==> config.mk <==
export PLATFORM = sky130hd
export DESIGN_NAME = sorted_min_priority_queue
export DESIGN_NICKNAME = d
export VERILOG_FILES = /design/src/sv/smpq_pkg.sv /design/src/sv/smpq_cell.sv /design/src/sv/sorted_min_priority_queue.sv
export SDC_FILE = /design/constraint.sdc
export NUM_CORES = 2
export LEC_CHECK = 0
export BUFFER_PORTS_ARGS = -buffer_cell sky130_fd_sc_hd__buf_2
export CORE_MARGIN = 2
export CORE_UTILIZATION = 30
export CTS_BUF_LIST = sky130_fd_sc_hd__clkbuf_4
export CTS_CLUSTER_DIAMETER = 120
export DETAILED_ROUTE_END_ITERATION = 16
export GPL_ROUTABILITY_DRIVEN = 0
export MAX_ROUTING_LAYER = met4
export REMOVE_ABC_BUFFERS = 1
export SETUP_SLACK_MARGIN = 0.02
export SYNTH_ARGS = -nofsm -noshare
export SYNTH_HDL_FRONTEND = slang
export SYNTH_SLANG_ARGS = --single-unit
==> constraint.sdc <==
create_clock -name clk_i -period 10.2 [get_ports clk_i]
set_input_delay 2.04 -clock clk_i [delete_from_list [all_inputs] [get_ports clk_i]]
set_output_delay 2.04 -clock clk_i [all_outputs]
set_load 0.03 [all_outputs]
==> src/sv/smpq_pkg.sv <==
// shared types, codes and defaults for the sorted minimum priority queue
package smpq_pkg;

  localparam int unsigned DEPTH_DEFAULT = 32;
  localparam int unsigned VALUE_W       = 32;
  localparam int unsigned COUNT_OUT_W   = 6;

  localparam logic ACT_INSERT = 1'b0;
  localparam logic ACT_REMOVE = 1'b1;

  typedef enum logic [1:0] {
    STATUS_DONE      = 2'd0,
    STATUS_OVERFLOW  = 2'd1,
    STATUS_UNDERFLOW = 2'd2
  } status_e;

  // broadcast to every cell for one request
  typedef struct packed {
    logic                      ins;
    logic                      rem;
    logic signed [VALUE_W-1:0] val;
  } cell_ctrl_t;

endpackage

==> src/sv/smpq_cell.sv <==
// one storage cell of the sorted row: compare with the new value and shift
module smpq_cell (
  input  logic                              clk_i,
  input  smpq_pkg::cell_ctrl_t              ctrl_i,
  input  logic                              occ_i,
  input  logic                              at_tail_i,
  input  logic                              left_gt_i,
  input  logic signed [smpq_pkg::VALUE_W-1:0] left_val_i,
  input  logic signed [smpq_pkg::VALUE_W-1:0] right_val_i,
  output logic                              gt_o,
  output logic signed [smpq_pkg::VALUE_W-1:0] val_o
);
  import smpq_pkg::*;

  logic signed [VALUE_W-1:0] val_q, val_d;

  // stored value is strictly greater than the new one, so it moves towards the tail
  assign gt_o  = occ_i && (ctrl_i.val < val_q);
  assign val_o = val_q;

  always_comb begin
    val_d = val_q;
    if (ctrl_i.ins && (gt_o || at_tail_i)) begin
      val_d = left_gt_i ? left_val_i : ctrl_i.val;
    end else if (ctrl_i.rem) begin
      val_d = right_val_i;
    end
  end

  always_ff @(posedge clk_i) begin
    val_q <= val_d;
  end

endmodule

==> src/sv/sorted_min_priority_queue.sv <==
// sorted minimum priority queue: row of compare-and-shift cells, registered result
// an accepted request has its result in the output register in the next cycle
// throughput: one request per cycle while the output is not stalled, set by the compare and shift in each cell
// a new request is taken in the cycle the held result leaves
// reset clears the entry count and the output valid; cell contents stay undefined
module sorted_min_priority_queue #(
  parameter int unsigned DEPTH = smpq_pkg::DEPTH_DEFAULT
) (
  input  logic                                clk_i,
  input  logic                                rst_ni,
  input  logic                                in_valid_i,
  output logic                                in_stall_o,
  input  logic                                action_i,
  input  logic signed [smpq_pkg::VALUE_W-1:0] item_value_i,
  output logic                                out_valid_o,
  input  logic                                out_stall_i,
  output logic [1:0]                          status_o,
  output logic signed [smpq_pkg::VALUE_W-1:0] removed_value_o,
  output logic [smpq_pkg::COUNT_OUT_W-1:0]    entry_count_o
);
  import smpq_pkg::*;

  localparam int unsigned CNT_W = $clog2(DEPTH + 1);

  logic [CNT_W-1:0] count_q, count_d;
  logic             in_acc, full, empty;
  cell_ctrl_t       ctrl;

  logic [DEPTH-1:0]          gt;
  logic signed [VALUE_W-1:0] cell_val [DEPTH];

  logic                      out_valid_q;
  status_e                   status_q, status_d;
  logic signed [VALUE_W-1:0] removed_q, removed_d;
  logic [COUNT_OUT_W-1:0]    ecount_q;

  assign in_stall_o = out_valid_q && out_stall_i;
  assign in_acc     = in_valid_i && !in_stall_o;
  assign full       = (count_q == CNT_W'(DEPTH));
  assign empty      = (count_q == '0);

  assign ctrl.ins = in_acc && (action_i == ACT_INSERT) && !full;
  assign ctrl.rem = in_acc && (action_i == ACT_REMOVE) && !empty;
  assign ctrl.val = item_value_i;

  for (genvar i = 0; i < DEPTH; i++) begin : g_cell
    logic                      left_gt;
    logic signed [VALUE_W-1:0] left_val, right_val;

    if (i == 0) begin : g_head
      assign left_gt  = 1'b0;
      assign left_val = '0;
    end else begin : g_mid
      assign left_gt  = gt[i-1];
      assign left_val = cell_val[i-1];
    end

    if (i == DEPTH - 1) begin : g_last
      assign right_val = cell_val[i];
    end else begin : g_inner
      assign right_val = cell_val[i+1];
    end

    smpq_cell u_cell (
      .clk_i       (clk_i),
      .ctrl_i      (ctrl),
      .occ_i       (CNT_W'(i) < count_q),
      .at_tail_i   (CNT_W'(i) == count_q),
      .left_gt_i   (left_gt),
      .left_val_i  (left_val),
      .right_val_i (right_val),
      .gt_o        (gt[i]),
      .val_o       (cell_val[i])
    );
  end

  always_comb begin
    count_d   = count_q;
    status_d  = STATUS_DONE;
    removed_d = '0;
    if (action_i == ACT_INSERT) begin
      if (full) begin
        status_d = STATUS_OVERFLOW;
      end else begin
        count_d = count_q + CNT_W'(1);
      end
    end else begin
      if (empty) begin
        status_d = STATUS_UNDERFLOW;
      end else begin
        removed_d = cell_val[0];
        count_d   = count_q - CNT_W'(1);
      end
    end
  end

  always_ff @(posedge clk_i or negedge rst_ni) begin
    if (!rst_ni) begin
      count_q     <= '0;
      out_valid_q <= 1'b0;
    end else begin
      if (in_acc) begin
        count_q     <= count_d;
        out_valid_q <= 1'b1;
      end else if (!out_stall_i) begin
        out_valid_q <= 1'b0;
      end
    end
  end

  always_ff @(posedge clk_i) begin
    if (in_acc) begin
      status_q  <= status_d;
      removed_q <= removed_d;
      ecount_q  <= COUNT_OUT_W'(count_d);
    end
  end

  assign out_valid_o     = out_valid_q;
  assign status_o        = status_q;
  assign removed_value_o = removed_q;
  assign entry_count_o   = ecount_q;

  a_count_bound: assert property (@(posedge clk_i) disable iff (!rst_ni)
    count_q <= CNT_W'(DEPTH))
    else $error("entry count above depth");

  a_insert_grows: assert property (@(posedge clk_i) disable iff (!rst_ni)
    ctrl.ins |=> count_q == $past(count_q) + CNT_W'(1))
    else $error("insert did not grow the count");

  a_overflow_full: assert property (@(posedge clk_i) disable iff (!rst_ni)
    out_valid_q && status_q == STATUS_OVERFLOW |-> ecount_q == COUNT_OUT_W'(DEPTH))
    else $error("overflow reported while not full");

  a_underflow_empty: assert property (@(posedge clk_i) disable iff (!rst_ni)
    out_valid_q && status_q == STATUS_UNDERFLOW |-> ecount_q == '0 && removed_q == '0)
    else $error("underflow reported with entries or a value");

  a_held_result: assert property (@(posedge clk_i) disable iff (!rst_ni)
    in_acc |=> out_valid_q)
    else $error("accepted request left no result");

endmodule

# Word-level counts from Yosys, hierarchy flattened
# Cells that the tools add are included.
word_totals:
  out_inout_bits: 42
  elab_cells: 376
  input_bits: 37
  ff_bits: 1071
classes:
  n_lt_le_gt_ge: 64
  reduce_logical: 138
  mux: 101
  addsub: 2
  eq_ne: 33
  bitwise: 1
ops:
  columns: ["cell", "n"]
  rows:
  - ["two-way mux 32 bit", 93]
  - ["less-than comparator 32 bit", 32]
  - ["equality test 5 x 6 -> 1 bit, first input constant", 16]
  - ["less-than comparator 5 x 6 -> 1 bit, first input constant", 16]
  - ["logical AND 1 bit", 70]
  - ["nonzero test 2 bit", 31]
  - ["equality test 4 x 6 -> 1 bit, first input constant", 8]
  - ["less-than comparator 4 x 6 -> 1 bit, first input constant", 8]
  - ["logical OR 1 bit", 32]
  - ["equality test 3 x 6 -> 1 bit, first input constant", 4]
  - ["less-than comparator 3 x 6 -> 1 bit, first input constant", 4]
  - ["two-way mux 6 bit", 3]
  - ["equality test 2 x 6 -> 1 bit, first input constant", 2]
  - ["less-than comparator 1 x 6 -> 1 bit, first input constant", 2]
  - ["less-than comparator 2 x 6 -> 1 bit, first input constant", 2]
  - ["adder 6 x 1 -> 6 bit, second input constant", 1]
  - ["equality test 1 x 6 -> 1 bit, first input constant", 1]
  - ["equality test 6 bit, second input constant", 1]
  - ["logical NOT 6 bit", 1]
  - ["subtractor 6 x 1 -> 6 bit, second input constant", 1]
  - ["two-way mux 2 bit", 2]
  - ["logical NOT 1 bit", 3]
  - ["two-way mux 1 bit", 3]
  - ["!= test 2 x 1 -> 1 bit, second input constant", 1]
  - ["other kinds (2)", 2]

# Depth between registers and ports, before layout
logic_depth:
  ltp_word: 7
  ltp_mapped: 15
  depth_no_buf: 11

# Cells and area by module
# A second synthesis with hierarchy kept.
hier_totals:
  hier_cells: 7433
  area_unflattened_um2: 88875.2
modules_own_cells:
  columns: ["module", "cells_each", "seq_area_each_um2", "area_per_inst_um2", "n_inst"]
  rows:
  - ["smpq_cell", 224, 960.9, 2695.1, 32]
  - ["sorted_min_priority_queue", 265, 1376.3, 2632.5, 1]

# Least setup slack after synthesis
# OpenSTA, ideal clock, no wires.
synth_path:
  kind: "in2reg"
  start: "input port action_i"
  end: "register g_cell[31].u_cell.val_q[0], enable pin"
  required_ns: 9.734
  stages: 8
  n_path_buf: 3
  arrival_ns: 5.278
  setup_slack_ns: 4.457
  setup_ns: 0.466
  path_cell_list: "inv_1 -> and2_1 -> clkbuf_1 -> and2_1 -> buf_2 -> buf_2 -> nand3_1 -> o21ai_0"
synth_between:
  elab_chain_len: 4
synth_lines:
  columns: ["item", "line_no", "rtl"]
  rows:
  - ["start, declared", "sorted_min_priority_queue.sv:13", "input logic action_i,"]
  - ["NOT 1 bit (no line)", null, null]
  - ["logical AND 1 bit (2 in a row)", "sorted_min_priority_queue.sv:42", "assign ctrl.ins = in_acc && (action_i == ACT_INSERT) && !full;"]
  - ["logical AND 1 bit", "smpq_cell.sv:23", "if (ctrl_i.ins && (gt_o || at_tail_i)) begin"]
  - ["end signal, assigned", "smpq_cell.sv:31", "val_q <= val_d;"]
  - ["end, declared", "smpq_cell.sv:15", "logic signed [VALUE_W-1:0] val_q, val_d;"]
# Every way passes these cells.
# A chain may end at the register's enable or synchronous reset.

# Final worst setup path
layout_path:
  start: "register count_q[1]"
  end: "register g_cell[19].u_cell.val_q[12], enable pin"
layout_between:
  elab_chain_len: 5
  word_cells_on_any_way: 12
  cone_classes: "1 x order compare; 2 x eq/ne; 9 x reduce/logical"
layout_lines:
  columns: ["item", "line_no", "rtl"]
  rows:
  - ["start, declared", "sorted_min_priority_queue.sv:25", "logic [CNT_W-1:0] count_q, count_d;"]
  - ["start signal, assigned", "sorted_min_priority_queue.sv:103", "count_q <= count_d;"]
  - ["less-than comparator 5 x 6 -> 1 bit or equality test 6 bit (tied branches)", "sorted_min_priority_queue.sv:67, sorted_min_priority_queue.sv:39", null]
  - ["logical AND 1 bit or logical NOT 1 bit (tied branches)", "smpq_cell.sv:18, sorted_min_priority_queue.sv:42", null]
  - ["logical OR 1 bit or logical AND 1 bit (tied branches)", "smpq_cell.sv:23, sorted_min_priority_queue.sv:42", null]
  - ["logical AND 1 bit", "smpq_cell.sv:23", null]
  - ["nonzero test 2 bit (no line) *", null, null]
  - ["end signal, assigned", "smpq_cell.sv:31", null]
  - ["end, declared", "smpq_cell.sv:15", null]
# Mark *: on every way between the ends. The rest lies on a longest branch, timed or not.

==> key figures <==
Critical path
  • Slowest cell on crit path: ha_1
  • Crit path max fanout: 44
  • Launch point of the worst reg-to-reg path: count_q[1]
  • CP delay by family, top: simple AND/OR/NAND/NOR gates
  • CP Cell Sequence: inv_1 > ha_1 > nand4_1 > and2_1 > nand2_1 > nor2_1 > a21oi_4 > buf_4 > nand2_1 > buf_4
  • Worst reg2reg endpoint: g_cell[19].u_cell.val_o[12]
  • Reg2Reg Depth: 10
  • CP endpoint: g_cell[19].u_cell.val_o[12]
  • Req. time, crit path: 11.21 ns
  • WP buf/inv: 3
  • CP peak stage delay: 0.85 ns
  • Crit. End Element: flop
  • Crit path DAT: 7.29 ns
  • Crit path launch: count_q[1]
  • Startpoint Class: flop
  • Stages on worst setup path: 10
  • Worst Setup Path Type: reg -> reg
  • R2R Setup Slk: 3.92 ns

Global route
  • First-pass GRT wire length: 389000 um
  • Vias in the first global route: 64500
  • Total GRT Usage: 0.188
  • Initial antenna violation count: 10
  • GR Overflow Total: 0
  • Largest net degree at the start of global routing: 66

Synthesis
  • Mapped cell area: 79800 um2
  • Count of cell types in the netlist: 83
  • Synth Flop Type: edfxtp_1
  • Mean post-synth cell area: 9.79 um2
  • Post-synth EDFFs: 1064
  • FF+latch count, synth: 1071
  • Syn Inst Count: 8151
  • Syn. warnings: 0
  • Asr flop ratio synth: 0.00654
  • Seq/Total Area, Yosys: 0.403

Min path
  • Worst min-delay path class: reg -> reg

Layout
  • Fin area: 88300 um2
  • Filler cell count: 27000
  • Most common cell after layout, fill and taps aside: mux2i_1
  • Layout area overhead: 10.6%
  • Layout cell share with drive strength beyond 1: 0.100
  • Most frequent cells in the layout: 1106 x mux2i_1, 1064 x edfxtp_1, 1014 x inv_1
  • Nets: 9325

Clock tree
  • CTS sink cnt: 1071
  • Clock Tree Root: clkbuf_4
  • CTS Buf Count: 327
  • Post-cts sizing count: 0
  • Clock latency on the worst-skew pair: 1.37 ns
  • Number of setup buffers added after CTS: 0
  • Worst-path clk slew: 0.06 ns
  • Clk buf depth: 4
  • H-Tree Depth: 5
  • Hold_buf cts: 0
  • CTS tree: built

Run status
  • Outcome: finished clean

Placed design
  • Hpwl dp: 189000 um
  • # port buffers: 78
  • Post-DP Area: 84400 um2

Flow run
  • Max-cap violations: 0

Die
  • Die area: 270000 um2
  • Top Ports: 79
  • Core area: 265000 um2
  • Die Y: 520 um
  • Standard-cell rows: 189
  • Initial Utilization: 0.301
  • Die X: 520 um

Power
  • Clk pwr share: 0.238
  • Comb pwr share: 0.387
  • Pwr Total: 0.0173 W
  • Switch Pwr: 0.00688 W
  • Peak VDD IR: 169 uV
  • PwrDens: 196 nW/um2
  • Switching share of total power: 0.398
  • LEAKAGE: 40.1 nW
  • Sequential Power Share: 0.375
  • Int Pwr: 0.0104 W

Route
  • DRC: 0
  • Vias: 64300
  • WL/cell: 21.2 um
  • Pre-antenna DRT Iters: 10
  • Initial DRC Count: 6755
  • Post-route ant nets: 0
  • WL final: 255000 um
  • Mean number of vias per cell: 5.34

Timing
  • Final setup vio count: 0
  • F_max: 0.159 GHz
  • Slew headroom: 0.196
  • RSZ-0062 raised after global routing: false
  • Final Hold Viols: 0
  • Post-route minimum period: 6.28 ns
  • Worst-Margin Slew: 1.19 ns
  • Fin Hold WS: 0.544 ns
  • Setup TNS: 0 ns
  • Final Cycle Share: 0.615
  • Max Slew Vio Count: 0
  • Clock skew: 0.0889 ns
power by group through the flow:
stage | logic [W] | registers [W] | clock network (W)
after floorplan | 0.00468 | 0.00629 | 0
after global placement | 0.00640 | 0.00654 | 0
after detailed placement | 0.00659 | 0.00654 | 0
after CTS | 0.00661 | 0.00646 | 0.00424
after global routing | 0.00731 | 0.00653 | 0.00446
final | 0.00670 | 0.00648 | 0.00412
how the worst min path moves through the flow:
stage	from	slack (ns)	cells after the start	end
3_5_place_dp	out_valid_o	0.53	2	out_valid_o
3_3_place_gp	out_valid_o	0.49	2	out_valid_o
5_1_grt	rst_ni	0.48	1	count_q[4]
4_1_cts	rst_ni	0.43	1	count_q[4]
2_1_floorplan	g_cell[13].u_cell.val_o[10]	0.52	2	g_cell[12].u_cell.val_o[10]
6_report	out_valid_o	0.54	2	out_valid_o
synthesized netlist by cell type, drive strengths merged, types with 17 or more instances:
cell type,number,share of area
a31oi,124,0.010
nand3,119,0.0075
o211ai,29,0.0027
o21a,26,0.0024
a21oi,844,0.053
clkbuf,246,0.012
nand2,516,0.024
mux2,62,0.0087
a2111oi,19,0.0022
nand2b,53,0.0042
a21o,70,0.0066
nor2b,27,0.0021
nor3,75,0.0049
and4,17,0.0019
a22oi,35,0.0033
a211oi,74,0.0070
o21ai,433,0.027
edfxtp,1064,0.40
nor4,32,0.0025
a221oi,24,0.0027
nand4,123,0.0096
nor2,666,0.031
buf,193,0.013
mux2i,1106,0.14
inv,1015,0.048
ha,996,0.16
metrics by stage:
| step | std cells | setup slack (ns) | utilization |
|---|---|---|---|
| 6_report | 12000 | 3.92 | 0.333 |
| 5_1_grt | 12000 | 3.93 | 0.333 |
| 4_1_cts | 12000 | 4.17 | 0.333 |
| 3_5_place_dp | 11500 | 3.06 | 0.319 |
| 3_3_place_gp | 11500 | 3.03 | 0.319 |
| 2_1_floorplan | 7712 | 1.28 | - |
worst min-delay path: stages (launching register included):
cell and delay (ns):
dfrtp_1 0.35, nand2_1 0.08, nand2b_1 0.08
final cells by class:
| class | instances | area, um2 | area share |
|---|---|---|---|
| clock buffer | 454 | 3410 | 0.0386 |
| tap | 3533 | 4420 | 0.0501 |
| sequential | 1071 | 32100 | 0.364 |
| timing repair buffer | 251 | 1770 | 0.0201 |
| clock inverter | 80 | 387 | 0.00438 |
| antenna | 10 | 25.0 | 0.000284 |
| inverter | 1015 | 3810 | 0.0432 |
| multi-input combinational | 5626 | 42300 | 0.479 |
state kept, by name (all words and copies together), names as in the netlist:
signal	count
out_valid_o	1
g_cell.u_cell.val_o	1024
removed_value_o	32
entry_count_o	6
count_q	6
status_o	2
layer usage:
metal	up-vias	track usage	share of wire
met2	2865	0.280	0.44
met3	616	0.0340	0.080
met1	31000	0.251	0.44
met5	-	-	0
li1	29900	-	-
met4	0	0.0777	0.040
cell families after synthesis:
| family | Yosys count | synth area share |
|---|---|---|
| XOR/XNOR | 21 | 0.00240 |
| AO/OA/AOI/OAI | 1755 | 0.126 |
| AND/OR/NAND/NOR | 1686 | 0.0933 |
| buffers and inverters | 1454 | 0.0720 |
| multiplexers | 1168 | 0.147 |
| flip-flops | 1071 | 0.403 |
| adder cells (fa/ha/maj) | 996 | 0.156 |
Power figures use the tool's default switching activity.
